==> config.mk <==
export PLATFORM = sky130hd
export DESIGN_NAME = ssi_encoder_frame_crc_check
export DESIGN_NICKNAME = d
export VERILOG_FILES = /design/src/ssicrc_pkg.sv /design/src/ssi_encoder_frame_crc_check.sv /design/src/ssicrc_frame_dec.sv
export SDC_FILE = /design/constraint.sdc
export NUM_CORES = 1
export LEC_CHECK = 0
export BUFFER_PORTS_ARGS = -buffer_cell sky130_fd_sc_hd__buf_2
export CAP_MARGIN = 5
export CORE_MARGIN = 1
export CORE_UTILIZATION = 55
export DETAILED_ROUTE_END_ITERATION = 6
export GPL_ROUTABILITY_DRIVEN = 1
export PLACE_DENSITY = 0.85
export SYNTH_ARGS = -nofsm -noshare
export SYNTH_HDL_FRONTEND = slang
export SYNTH_SLANG_ARGS = --single-unit
==> constraint.sdc <==
create_clock -name clk -period 2.8 [get_ports clk]
set_input_delay 0 -clock clk [delete_from_list [all_inputs] [get_ports clk]]
set_output_delay 0 -clock clk [all_outputs]
set_load 0.03 [all_outputs]
==> src/ssicrc_pkg.sv <==
// Shared types, constants and the CRC-6 function for the SSI encoder frame checker.
package ssicrc_pkg;

  localparam int RX_BYTE_W   = 8;
  localparam int ANGLE_W     = 14;
  localparam int CRC_W       = 6;
  localparam int CRC_DATA_W  = 18;
  localparam int PARTIAL_W   = 16;

  // One input transaction.
  typedef struct packed {
    logic [RX_BYTE_W-1:0] rx_byte;
    logic                 first_of_frame;
  } in_item_t;

  // One result transaction.
  typedef struct packed {
    logic [ANGLE_W-1:0] angle;
    logic               angle_valid;
    logic               frame_done;
    logic               crc_match;
  } out_item_t;

  // Position of the next byte within a frame.
  typedef enum logic [1:0] {
    POS_FIRST  = 2'd0,
    POS_SECOND = 2'd1,
    POS_THIRD  = 2'd2
  } byte_pos_t;

  // Decoder state carried from one byte to the next.
  typedef struct packed {
    byte_pos_t            byte_pos;
    logic [PARTIAL_W-1:0] partial;
    logic [ANGLE_W-1:0]   held_angle;
    logic                 seen_good;
  } dec_state_t;

  // Contribution of each data bit k to the remainder: x^(k+6) mod (x^6 + x + 1).
  localparam logic [CRC_W-1:0] CRC_COLUMN [CRC_DATA_W] = '{
    6'h03, 6'h06, 6'h0C, 6'h18, 6'h30, 6'h23,
    6'h05, 6'h0A, 6'h14, 6'h28, 6'h13, 6'h26,
    6'h0F, 6'h1E, 6'h3C, 6'h3B, 6'h35, 6'h29
  };

  // CRC-6, zero initial value, MSB first, as an XOR of independent columns.
  function automatic logic [CRC_W-1:0] crc6_of(input logic [CRC_DATA_W-1:0] data);
    logic [CRC_W-1:0] crc;
    crc = '0;
    for (int k = 0; k < CRC_DATA_W; k++) begin
      if (data[k]) begin
        crc = crc ^ CRC_COLUMN[k];
      end
    end
    return crc;
  endfunction

endpackage

==> src/ssi_encoder_frame_crc_check.sv <==
// Top level of the CRC-6 checked SSI absolute-encoder frame decoder.
//
// Usage: frame bytes arrive on the input channel (in_valid, in_stall,
// in_data), most significant byte first, three to a frame. Setting
// first_of_frame on a byte restarts the frame at that byte; without it the
// block simply counts bytes and frames run on back to back.
// Every input transaction produces exactly one result transaction on the
// output channel (out_valid, out_stall, out_data) carrying the held angle,
// the sticky angle_valid flag and the frame_done and crc_match flags.
// The byte is held in the input register, then the CRC check and state
// update run in a single pass into the result register. The block takes
// one byte per cycle while the receiver does not stall, set by that single
// register-to-register pass.
// When the receiver stalls, the result register holds its transaction and
// the input register still takes one more byte; in_stall rises only when
// both registers are full.
// A synchronous active-low reset empties both registers, returns the byte
// position to the first byte and clears the held angle and valid flag.
module ssi_encoder_frame_crc_check (
  input  logic                  clk,
  input  logic                  rst_n,
  input  logic                  in_valid,
  output logic                  in_stall,
  input  ssicrc_pkg::in_item_t  in_data,
  output logic                  out_valid,
  input  logic                  out_stall,
  output ssicrc_pkg::out_item_t out_data
);
  import ssicrc_pkg::*;

  // Input register stage.
  logic       s1_valid_r, s1_valid_nxt;
  in_item_t   s1_item_r;

  // Decoder state and result register.
  dec_state_t state_r, state_nxt;
  out_item_t  out_data_r, result;
  logic       out_valid_r, out_valid_nxt;

  logic       in_accept;
  logic       out_free;
  logic       s1_fire;

  // The result register can take a new transaction when it is empty or is
  // being drained in this cycle.
  assign out_free  = !out_valid_r || !out_stall;
  assign s1_fire   = s1_valid_r && out_free;
  assign in_stall  = s1_valid_r && !out_free;
  assign in_accept = in_valid && !in_stall;

  ssicrc_frame_dec u_dec (
    .item      (s1_item_r),
    .state_cur (state_r),
    .state_nxt (state_nxt),
    .result    (result)
  );

  always_comb begin
    s1_valid_nxt = s1_valid_r;
    if (in_accept) begin
      s1_valid_nxt = 1'b1;
    end else if (s1_fire) begin
      s1_valid_nxt = 1'b0;
    end
    out_valid_nxt = out_valid_r;
    if (s1_fire) begin
      out_valid_nxt = 1'b1;
    end else if (!out_stall) begin
      out_valid_nxt = 1'b0;
    end
  end

  always_ff @(posedge clk) begin
    if (!rst_n) begin
      s1_valid_r          <= 1'b0;
      out_valid_r         <= 1'b0;
      state_r.byte_pos    <= POS_FIRST;
      state_r.partial     <= '0;
      state_r.held_angle  <= '0;
      state_r.seen_good   <= 1'b0;
    end else begin
      s1_valid_r  <= s1_valid_nxt;
      out_valid_r <= out_valid_nxt;
      if (s1_fire) begin
        state_r <= state_nxt;
      end
    end
  end

  // Payload registers need no reset.
  always_ff @(posedge clk) begin
    if (in_accept) begin
      s1_item_r <= in_data;
    end
    if (s1_fire) begin
      out_data_r <= result;
    end
  end

  assign out_valid = out_valid_r;
  assign out_data  = out_data_r;

  // A CRC match is only reported on a completed frame, and it sets the valid flag.
  a_match_implies_done: assert property (@(posedge clk) disable iff (!rst_n)
    out_valid_r && out_data_r.crc_match |-> out_data_r.frame_done && out_data_r.angle_valid)
    else $error("crc_match reported without frame_done or angle_valid");

  // The unused byte position code is never reached.
  a_pos_legal: assert property (@(posedge clk) disable iff (!rst_n)
    state_r.byte_pos == POS_FIRST || state_r.byte_pos == POS_SECOND ||
    state_r.byte_pos == POS_THIRD)
    else $error("byte position left its legal range");

  // The valid flag is sticky until reset.
  a_seen_sticky: assert property (@(posedge clk) disable iff (!rst_n)
    $past(rst_n) && $past(state_r.seen_good) |-> state_r.seen_good)
    else $error("angle valid flag dropped without reset");

  // Back-pressure only when the input register holds a transaction.
  a_stall_needs_item: assert property (@(posedge clk) disable iff (!rst_n)
    in_stall |-> s1_valid_r && out_valid_r)
    else $error("input stalled while the pipeline had room");

endmodule

==> src/ssicrc_frame_dec.sv <==
// Byte-position tracking, frame assembly and CRC check for one received byte.
module ssicrc_frame_dec (
  input  ssicrc_pkg::in_item_t   item,
  input  ssicrc_pkg::dec_state_t state_cur,
  output ssicrc_pkg::dec_state_t state_nxt,
  output ssicrc_pkg::out_item_t  result
);
  import ssicrc_pkg::*;

  byte_pos_t             pos;
  logic [23:0]           frame;
  logic                  match;
  logic                  done;

  assign frame = {state_cur.partial, item.rx_byte};
  assign match = (frame[CRC_W-1:0] == crc6_of(frame[23:CRC_W]));

  always_comb begin
    pos       = item.first_of_frame ? POS_FIRST : state_cur.byte_pos;
    state_nxt = state_cur;
    done      = 1'b0;
    case (pos)
      POS_SECOND: begin
        state_nxt.partial  = {state_cur.partial[PARTIAL_W-1:RX_BYTE_W], item.rx_byte};
        state_nxt.byte_pos = POS_THIRD;
      end
      POS_THIRD: begin
        done               = 1'b1;
        state_nxt.byte_pos = POS_FIRST;
        if (match) begin
          state_nxt.held_angle = frame[23:10];
          state_nxt.seen_good  = 1'b1;
        end
      end
      default: begin
        // First byte, and also the unused position code.
        state_nxt.partial  = {item.rx_byte, {RX_BYTE_W{1'b0}}};
        state_nxt.byte_pos = POS_SECOND;
      end
    endcase
    result.angle       = state_nxt.held_angle;
    result.angle_valid = state_nxt.seen_good;
    result.frame_done  = done;
    result.crc_match   = done & match;
  end

endmodule
==> results of run 1 <==
-- worst max-delay path: cells and delay by family, from the launching register on --
kind / cells / cell delay, ns
xor gates and xnor gates: 2 / 0.62
DFF: 1 / 0.47
and+or+nand+nor: 2 / 0.46
muxes: 1 / 0.34
buffers and inverters: 1 / 0.17
AOI/OAI and AO/OA: 1 / 0.16
-- flip-flops by register name, summed over array words and instances (netlist names) --
name / cells
s1_valid_r: 1
out_data: 17
state_r: 33
s1_item_r: 9
out_valid: 1
-- kinds of logic (layout without fill, tap and decap cells) --
| group | count (synthesis) | after routing | synth area share |
|---|---|---|---|
| AND/OR/NAND/NOR | 82 | 82 | 0.148 |
| flip-flops | 61 | 61 | 0.526 |
| multiplexers | 28 | 28 | 0.116 |
| XOR/XNOR | 26 | 26 | 0.113 |
| AO/OA/AOI/OAI | 24 | 24 | 0.0595 |
| buffers and inverters | 15 | 63 | 0.0289 |
| adder cells (fa/ha/maj) | 2 | 2 | 0.00888 |
-- worst paths after layout --
path | startpoint | to | slack [ns] | depth (start not counted)
hold reg to reg | state_r[7] | state_r[7] | 0.46 | 2
setup / recovery | state_r[18] | out_data[13] | 0.33 | 7
hold / removal | rst_n | state_r[0] | 0.27 | 2
setup reg to reg | state_r[18] | out_data[13] | 0.33 | 7
-- cell type report --
| cell class | count | area [sq um] |
|---|---|---|
| Sequential cell | 61 | 1480 |
| Tap cell | 67 | 83.8 |
| Timing Repair Buffer | 44 | 293 |
| Clock buffer | 11 | 141 |
| Multi-Input combinational cell | 162 | 1250 |
| Clock inverter | 5 | 73.8 |
| Inverter | 3 | 11.3 |
| Fill cell | 351 | 1480 |
-- what timing repair did --
item	CTS	global route
gates resized for setup	0	0
hold buffers	11	0
endpoints found under the hold margin	11	0
setup buffers	0	0
-- synth_stat cells --
cell / n / area [sq um]
a21boi_0: 10 / 75.1
a21oi_1: 9 / 45.0
and3_1: 4 / 25.0
buf_12: 1 / 20.0
buf_2: 1 / 5.00
buf_6: 1 / 11.3
clkbuf_1: 9 / 33.8
dfxtp_1: 35 / 701
edfxtp_1: 26 / 781
ha_1: 2 / 25.0
inv_1: 3 / 11.3
mux2_2: 6 / 67.6
mux2_4: 8 / 120
mux2i_1: 14 / 140
nand2_1: 42 / 158
nand2b_1: 3 / 18.8
nand3_1: 8 / 40.0
nor2_1: 1 / 3.75
nor2_4: 2 / 22.5
nor2b_1: 10 / 62.6
nor3_1: 2 / 10.0
nor3_2: 1 / 10.0
nor3b_1: 8 / 60.1
o211ai_1: 1 / 7.51
o21a_1: 2 / 15.0
o21ai_1: 1 / 5.00
o22ai_4: 1 / 20.0
or2_1: 1 / 6.26
xnor2_1: 17 / 149
xnor2_2: 1 / 16.3
xnor3_1: 6 / 135
xor2_1: 2 / 17.5
-- power by group through the flow --
stage                     logic, uW  clock network (uW)  registers [uW]
after floorplan                 123                   0            1010
after global placement          175                   0             995
after detailed placement        180                   0             996
after CTS                       192                 854             977
after global routing            209                 891             980
final                           193                 843             977
-- metal layers --
layer  vias up  share of wire  routed length [microns]
met4         0          0.017                       95
met3         9          0.035                      188
met2        41           0.50                     2730
met1       887           0.44                     2410
met5         -              0                        0
li1        904              -                        -
-- stage by stage --
stage / instances / hold WS, ns
after floorplan: 238 / 0.0989
after global placement: 326 / 0.176
final: 353 / 0.274
after global routing: 353 / 0.309
after detailed placement: 326 / 0.178
after CTS: 353 / 0.257
==> flow_metrics.env, run 1 <==
export IMPL_ios=32
export IMPL_final_nets=296
export IMPL_synth_seq_cells=61
export IMPL_dieArea_sq_um=5410
export IMPL_place_ws_ns=0.350
export IMPL_clock_root_buffer="clkbuf_8"
export IMPL_diodes=0
export IMPL_dp_hpwl_mm=3.55
export IMPL_crit_type="reg -> reg"
export IMPL_max_slew_worst_pin_slew_ns=0.759
export IMPL_yosysWarnings=0
export IMPL_totalPowerFinal_uw=2010
export IMPL_chipWidth_microns=73.6
export IMPL_grt_pass1_wl_mm=8.77
export IMPL_h_tree_depth=3
export IMPL_syn_inst=238
export IMPL_use_met3=0.0672
export IMPL_globalplace_congestion=0.899
export IMPL_grt_pass1_vias=1867
export IMPL_setup_slack_ns=0.333
export IMPL_first_pass_iters=4
export IMPL_grtUsageMet1=0.264
export IMPL_worstPathMaxFanout=16
export IMPL_p_comb_frac=0.096
export IMPL_synth_nets=253
export IMPL_grt_busiest_layer="met2"
export IMPL_clk_pin_slew_worst_paths_ns=0.07
export IMPL_placed_area_sq_um=3010
export IMPL_endpoint_kind="flip-flop"
export IMPL_slew_headroom=0.494
export IMPL_grt_max_degree=50
export IMPL_cp_required_ns=2.89
export IMPL_grt_ovfl_total=0
export IMPL_fp_dieH_microns=73.6
export IMPL_io_buffers=31
export IMPL_ys_types=32
export IMPL_ant_nets=0
export IMPL_period_share=0.881
export IMPL_fin_crit_ns=2.47
export IMPL_p_switching_uw=453
export IMPL_maxCapViolations=0
export IMPL_yosysSeqAreaShare=0.526
export IMPL_clk_latency_ns=0.33
export IMPL_start_util=0.585
export IMPL_wl_mm=5.43
export IMPL_cpMaxStageDelayCell="dfxtp_1"
export IMPL_area_growth_pct=18.5
export IMPL_pwr_share_clk=0.419
export IMPL_num_rows=25
export IMPL_pwr_share_seq=0.485
export IMPL_grt_use_met2=0.387
export IMPL_avgSynthCellArea_sq_um=11.8
export IMPL_cts_sinks=61
export IMPL_layout_common_cells="nand2_1, dfxtp_1, buf_2, edfxtp_1, xnor2_1"
export IMPL_cts_max_path_buffers=2
export IMPL_post_route_util=0.693
export IMPL_stdcell_area_sq_um=3340
export IMPL_route_detailed_drc=0
export IMPL_total_leakage_power_uw=0.00125
export IMPL_hold_path_class="in -> reg"
export IMPL_ir_drop_v=0.000498
export IMPL_cts_tree="yes"
export IMPL_netSwitchingFraction=0.225
export IMPL_arrival_ns=2.55
export IMPL_first_iter_violations=96
export IMPL_core_area_sq_um=4820
export IMPL_drt_vias_per_instance=5.22
export IMPL_antenna_found_initial=0
export IMPL_p_int_uw=1560
export IMPL_p_per_area_nw_per_um2=603
export IMPL_critPathMaxStageDelay_ns=0.47
export IMPL_startpoint_type="flip-flop"
export IMPL_via_count=1841
export IMPL_layout_commonest_cell="nand2_1"
export IMPL_cts_buffers=9
export IMPL_grt_usage=0.228
export IMPL_drive_gt1_frac=0.231
export IMPL_setup_viol=0
export IMPL_setup_tns_ns=0
export IMPL_fmax_mhz=405
export IMPL_final_max_slew_viol_count=0
export IMPL_clock_skew_ns=0.00580
export IMPL_wire_per_inst_microns=15.4
export IMPL_rsz0062_at_grt="false"
export IMPL_crit_chain="xnor3_1 > xnor2_1 > nor3_1 > o22ai_4 > nor2_4 > buf_12 > mux2_2"
export IMPL_status="completed"
export IMPL_finalHoldViolations=0
export IMPL_syn_area_sq_um=2820
(Power assumes the default switching activity.)
==> run 2: changes to the inputs <==
- PLACE_DENSITY: 0.85 -> 0.88
==> flow_metrics.env, run 2 (same netlist as run 1, synthesis figures left out) <==
export IMPL_dp_cells=328
export IMPL_globalplace_congestion=0.989
export IMPL_dp_hpwl_mm=3.41
export IMPL_ir_drop_v=0.000573
export IMPL_finalHoldViolations=0
export IMPL_drive_gt1_frac=0.236
export IMPL_clk_latency_ns=0.35
export IMPL_setup_tns_ns=0
export IMPL_clk_pin_slew_worst_paths_ns=0.06
export IMPL_ios=32
export IMPL_wl_mm=5.29
export IMPL_top_register="state_r"
export IMPL_grt_pass1_wl_mm=8.63
export IMPL_fmax_mhz=385
export IMPL_final_cells=355
export IMPL_wire_per_inst_microns=14.9
export IMPL_cts_buffers=9
export IMPL_num_rows=25
export IMPL_final_nets=298
export IMPL_endpoint_kind="flip-flop"
export IMPL_drt_vias_per_instance=5.13
export IMPL_diodes=0
export IMPL_io_buffers=31
export IMPL_cts_tree="yes"
export IMPL_regArea_sq_um=1480
export IMPL_worstPathMaxFanout=16
export IMPL_cpMaxStageDelayCell="nor2_4"
export IMPL_first_pass_iters=4
export IMPL_dieArea_sq_um=5410
export IMPL_crit_chain="xnor3_1 > xnor2_1 > and3_1 > o22ai_4 > nor2_4 > mux2_2"
export IMPL_grt_ovfl_total=0
export IMPL_startpoint_type="flip-flop"
export IMPL_critPathBufInv=0
export IMPL_h_tree_depth=3
export IMPL_grt_busiest_layer="met2"
export IMPL_clock_root_buffer="clkbuf_8"
export IMPL_grt_use_met2=0.377
export IMPL_n_fill_cell=358
export IMPL_stdcell_area_sq_um=3330
export IMPL_area_growth_pct=18.1
export IMPL_hold_path_class="in -> reg"
export IMPL_rsz0062_at_grt="false"
export IMPL_fin_crit_ns=2.60
export IMPL_regToRegSetupSlack_ns=0.20
export IMPL_placed_area_sq_um=3020
export IMPL_core_area_sq_um=4820
export IMPL_via_count=1820
export IMPL_final_max_slew_viol_count=0
export IMPL_first_iter_violations=104
export IMPL_maxCapViolations=0
export IMPL_layout_common_cells="nand2_1, dfxtp_1, buf_2, edfxtp_1, xnor2_1"
export IMPL_cts_sinks=61
export IMPL_cts_max_path_buffers=2
export IMPL_grt_usage=0.226
export IMPL_antenna_found_initial=0
export IMPL_grt_max_degree=50
export IMPL_grt_pass1_vias=1786
export IMPL_ant_nets=0
export IMPL_total_leakage_power_uw=0.00124
export IMPL_status="completed"
export IMPL_slew_headroom=0.480
export IMPL_fp_dieH_microns=73.6
export IMPL_multi_input_area_sq_um=1250
export IMPL_cp_required_ns=2.90
export IMPL_max_slew_worst_pin_slew_ns=0.780
export IMPL_path_delay_family="simple AND/OR/NAND/NOR gates"
export IMPL_arrival_ns=2.69
export IMPL_start_util=0.585
export IMPL_period_share=0.927
export IMPL_cts_setup_buffers=0
export IMPL_clock_skew_ns=0.00927
export IMPL_route_detailed_drc=0
export IMPL_p_per_area_nw_per_um2=589
export IMPL_critPathMaxStageDelay_ns=0.46
export IMPL_largest_reg_flops=33
export IMPL_crit_type="reg -> reg"
export IMPL_use_met3=0.0535
export IMPL_chipWidth_microns=73.6
export IMPL_setup_viol=0
export IMPL_layout_commonest_cell="nand2_1"
export IMPL_grtUsageMet1=0.263
## run 2: timing repair
item	4_1_cts	5_1_grt
hold buffers	11	0
resized for setup	0	0
endpoints found under the hold margin	11	0
## run 2: worst paths after layout
check / endpoint / startpoint / cells past startpoint
setup / recovery: out_data[12] / state_r[18] / 6
hold / removal: state_r[5] / rst_n / 3
setup reg to reg: out_data[12] / state_r[18] / 6
hold reg to reg: state_r[13] / state_r[13] / 2
## run 2: metal layers
layer | wire [microns] | vias to the layer above
met5 | 0 | -
met4 | 138 | 0
met3 | 208 | 11
met2 | 2620 | 44
met1 | 2320 | 856
li1 | - | 909
## run 2: cell type report
cell class,count,share of cell area
flip-flops and latches,61,0.445
multi-input cells,162,0.377
repair buffers,46,0.0887
clock buffers,12,0.0466
well taps,67,0.0252
clock inverters,4,0.0139
inverters,3,0.00338
## run 2: worst register-to-register path, cell delays in order, from the launching register on
cell,delay [ns]
dfxtp_1,0.43
xnor3_1,0.45
xnor2_1,0.24
and3_1,0.26
o22ai_4,0.11
nor2_4,0.46
mux2_2,0.40
## run 2: per-stage QoR
stage | total power (uW) | setup WS, ns | util | hold slack (ns)
after floorplan | 1130 | 0.503 | - | 0.0989
final | 1960 | 0.204 | 0.691 | 0.275
after CTS | 1970 | 0.191 | 0.691 | 0.256
after global placement | 1170 | 0.279 | 0.626 | 0.176
after detailed placement | 1180 | 0.217 | 0.626 | 0.179
after global routing | 2020 | 0.0252 | 0.691 | 0.295
## run 2: power breakdown
| part | leakage (uW) | internal (uW) | switching [uW] |
|---|---|---|---|
| logic | 0.000610 | 89.7 | 108 |
| registers | 0.000535 | 953 | 22.9 |
| clock network | 0.000100 | 455 | 330 |
==> run 3: changes to the inputs <==
- BUFFER_PORTS_ARGS: -buffer_cell sky130_fd_sc_hd__buf_2 -> default
- DONT_BUFFER_PORTS: default -> 1
- PLACE_DENSITY: 0.88 -> 0.82
==> flow_metrics.env, run 3 (same netlist as run 1, synthesis figures left out) <==
export IMPL_globalplace_congestion=0.965
export IMPL_top_register="state_r"
export IMPL_slew_headroom=0.520
export IMPL_final_max_slew_viol_count=0
export IMPL_cts_buffers=9
export IMPL_layout_commonest_cell="nand2_1"
export IMPL_drt_vias_per_instance=5.27
export IMPL_cp_required_ns=2.89
export IMPL_setup_viol=0
export IMPL_cts_max_path_buffers=2
export IMPL_critPathMaxStageDelay_ns=0.47
export IMPL_ir_drop_v=0.000421
export IMPL_setup_tns_ns=0
export IMPL_p_switching_uw=449
export IMPL_cts_setup_buffers=0
export IMPL_total_leakage_power_uw=0.00114
export IMPL_p_comb_frac=0.084
export IMPL_ios=32
export IMPL_ctsResizeCount=0
export IMPL_crit_type="reg -> reg"
export IMPL_start_util=0.585
export IMPL_pwr_share_clk=0.394
export IMPL_largest_reg_flops=33
export IMPL_antenna_found_initial=0
export IMPL_crit_chain="xnor2_1 > xnor3_1 > nor3_1 > o21ai_1 > nor2_4 > buf_4 > mux2_2"
export IMPL_dp_hpwl_mm=3.18
export IMPL_netSwitchingFraction=0.235
export IMPL_core_area_sq_um=4820
export IMPL_route_detailed_drc=0
export IMPL_clock_root_buffer="clkbuf_8"
export IMPL_p_per_area_nw_per_um2=597
export IMPL_num_rows=25
export IMPL_wl_mm=4.94
export IMPL_status="completed"
export IMPL_p_int_uw=1460
export IMPL_startpoint_type="flip-flop"
export IMPL_fp_dieH_microns=73.6
export IMPL_crit_start="state_r[30]"
export IMPL_first_iter_violations=85
export IMPL_critPathBufInv=1
export IMPL_grt_ovfl_total=0
export IMPL_clk_latency_ns=0.34
export IMPL_fmax_mhz=388
export IMPL_io_buffers=0
export IMPL_regArea_sq_um=1480
export IMPL_wire_per_inst_microns=15.1
export IMPL_hp_start="out_stall"
export IMPL_diodes=0
export IMPL_fin_crit_ns=2.58
export IMPL_dieArea_sq_um=5410
export IMPL_clk_pin_slew_worst_paths_ns=0.07
export IMPL_via_count=1723
export IMPL_period_share=0.921
export IMPL_grt_usage=0.213
export IMPL_n_fill_cell=371
export IMPL_grt_pass1_vias=1692
export IMPL_placed_area_sq_um=2860
export IMPL_grt_max_degree=50
export IMPL_grt_pass1_wl_mm=8.24
export IMPL_h_tree_depth=3
export IMPL_hold_path_class="in -> reg"
export IMPL_multi_input_area_sq_um=1250
export IMPL_r2r_start="state_r[30]"
export IMPL_pwr_share_seq=0.522
export IMPL_chipWidth_microns=73.6
export IMPL_clock_skew_ns=0.00590
export IMPL_endpoint_kind="flip-flop"
export IMPL_max_slew_worst_pin_slew_ns=0.719
export IMPL_ant_nets=0
export IMPL_first_pass_iters=4
export IMPL_layout_common_cells="nand2_1, dfxtp_1, edfxtp_1, xnor2_1, mux2i_1"
export IMPL_worstPathMaxFanout=16
export IMPL_final_nets=270
export IMPL_cts_tree="yes"
export IMPL_area_growth_pct=13.7
export IMPL_path_delay_family="XOR/XNOR gates"
export IMPL_rsz0062_at_grt="false"
export IMPL_cts_sinks=61
export IMPL_maxCapViolations=0
export IMPL_cpMaxStageDelayCell="xnor3_1"
export IMPL_drive_gt1_frac=0.150
export IMPL_arrival_ns=2.67
export IMPL_stdcell_area_sq_um=3200
export IMPL_finalHoldViolations=0
run 3: changes by cell type in the layout (fill, tap and decap cells not counted), sizes merged:
cell / previous run / this run
buf: 35 / 5
dlygate4sd3: 11 / 13
clkinv: 2 / 4
clkinvlp: 1 / 0
clkbuf: 12 / 11
run 3: metrics by stage:
step	hold slack, ns	setup WS, ns	utilization	std cells	power [uW]
finish	0.0307	0.220	0.665	327	1910
global route	0.0987	0.0595	0.665	327	1980
CTS	0.0198	0.251	0.665	327	1930
detailed placement	0.0989	0.263	0.594	297	1150
global placement	0.0989	0.341	0.594	297	1150
floorplan	0.0989	0.503	-	238	1130
run 3: final timing paths:
path	end	slack [ns]	cells after the start
setup / recovery	out_data[11]	0.22	7
hold / removal	state_r[31]	0.03	4
setup reg to reg	out_data[11]	0.22	7
hold reg to reg	state_r[0]	0.45	1
run 3: power by group through the flow:
stage / clock network [uW] / logic, uW / registers (uW)
final: 754 / 161 / 999
after global routing: 802 / 177 / 1000
after CTS: 768 / 161 / 998
after detailed placement: 0 / 133 / 1020
after global placement: 0 / 132 / 1020
after floorplan: 0 / 123 / 1010
run 3: worst min-delay path: cells and delay by family:
kind | cells | cell delay (ns)
simple gates | 3 | 0.25
compound gates | 1 | 0.06
run 3: what timing repair did:
| item | CTS | global route |
|---|---|---|
| hold buffers | 14 | 0 |
| setup endpoints to repair | 0 | 0 |
| hold endpoints to repair | 44 | 0 |
run 3: layer usage:
| metal | GRT usage | vias to the layer above | wire length, microns |
|---|---|---|---|
| li1 | - | 854 | - |
| met1 | 0.269 | 809 | 2280 |
| met2 | 0.334 | 48 | 2330 |
| met3 | 0.0617 | 12 | 226 |
| met4 | 0.105 | 0 | 109 |
| met5 | 0 | - | 0 |
run 3: final cells by class:
class                      instances  area share
sequential                        61       0.463
multi-input combinational        162       0.392
timing repair buffer              18      0.0563
clock buffer                      11      0.0441
tap                               67      0.0262
clock inverter                     5      0.0156
inverter                           3     0.00352
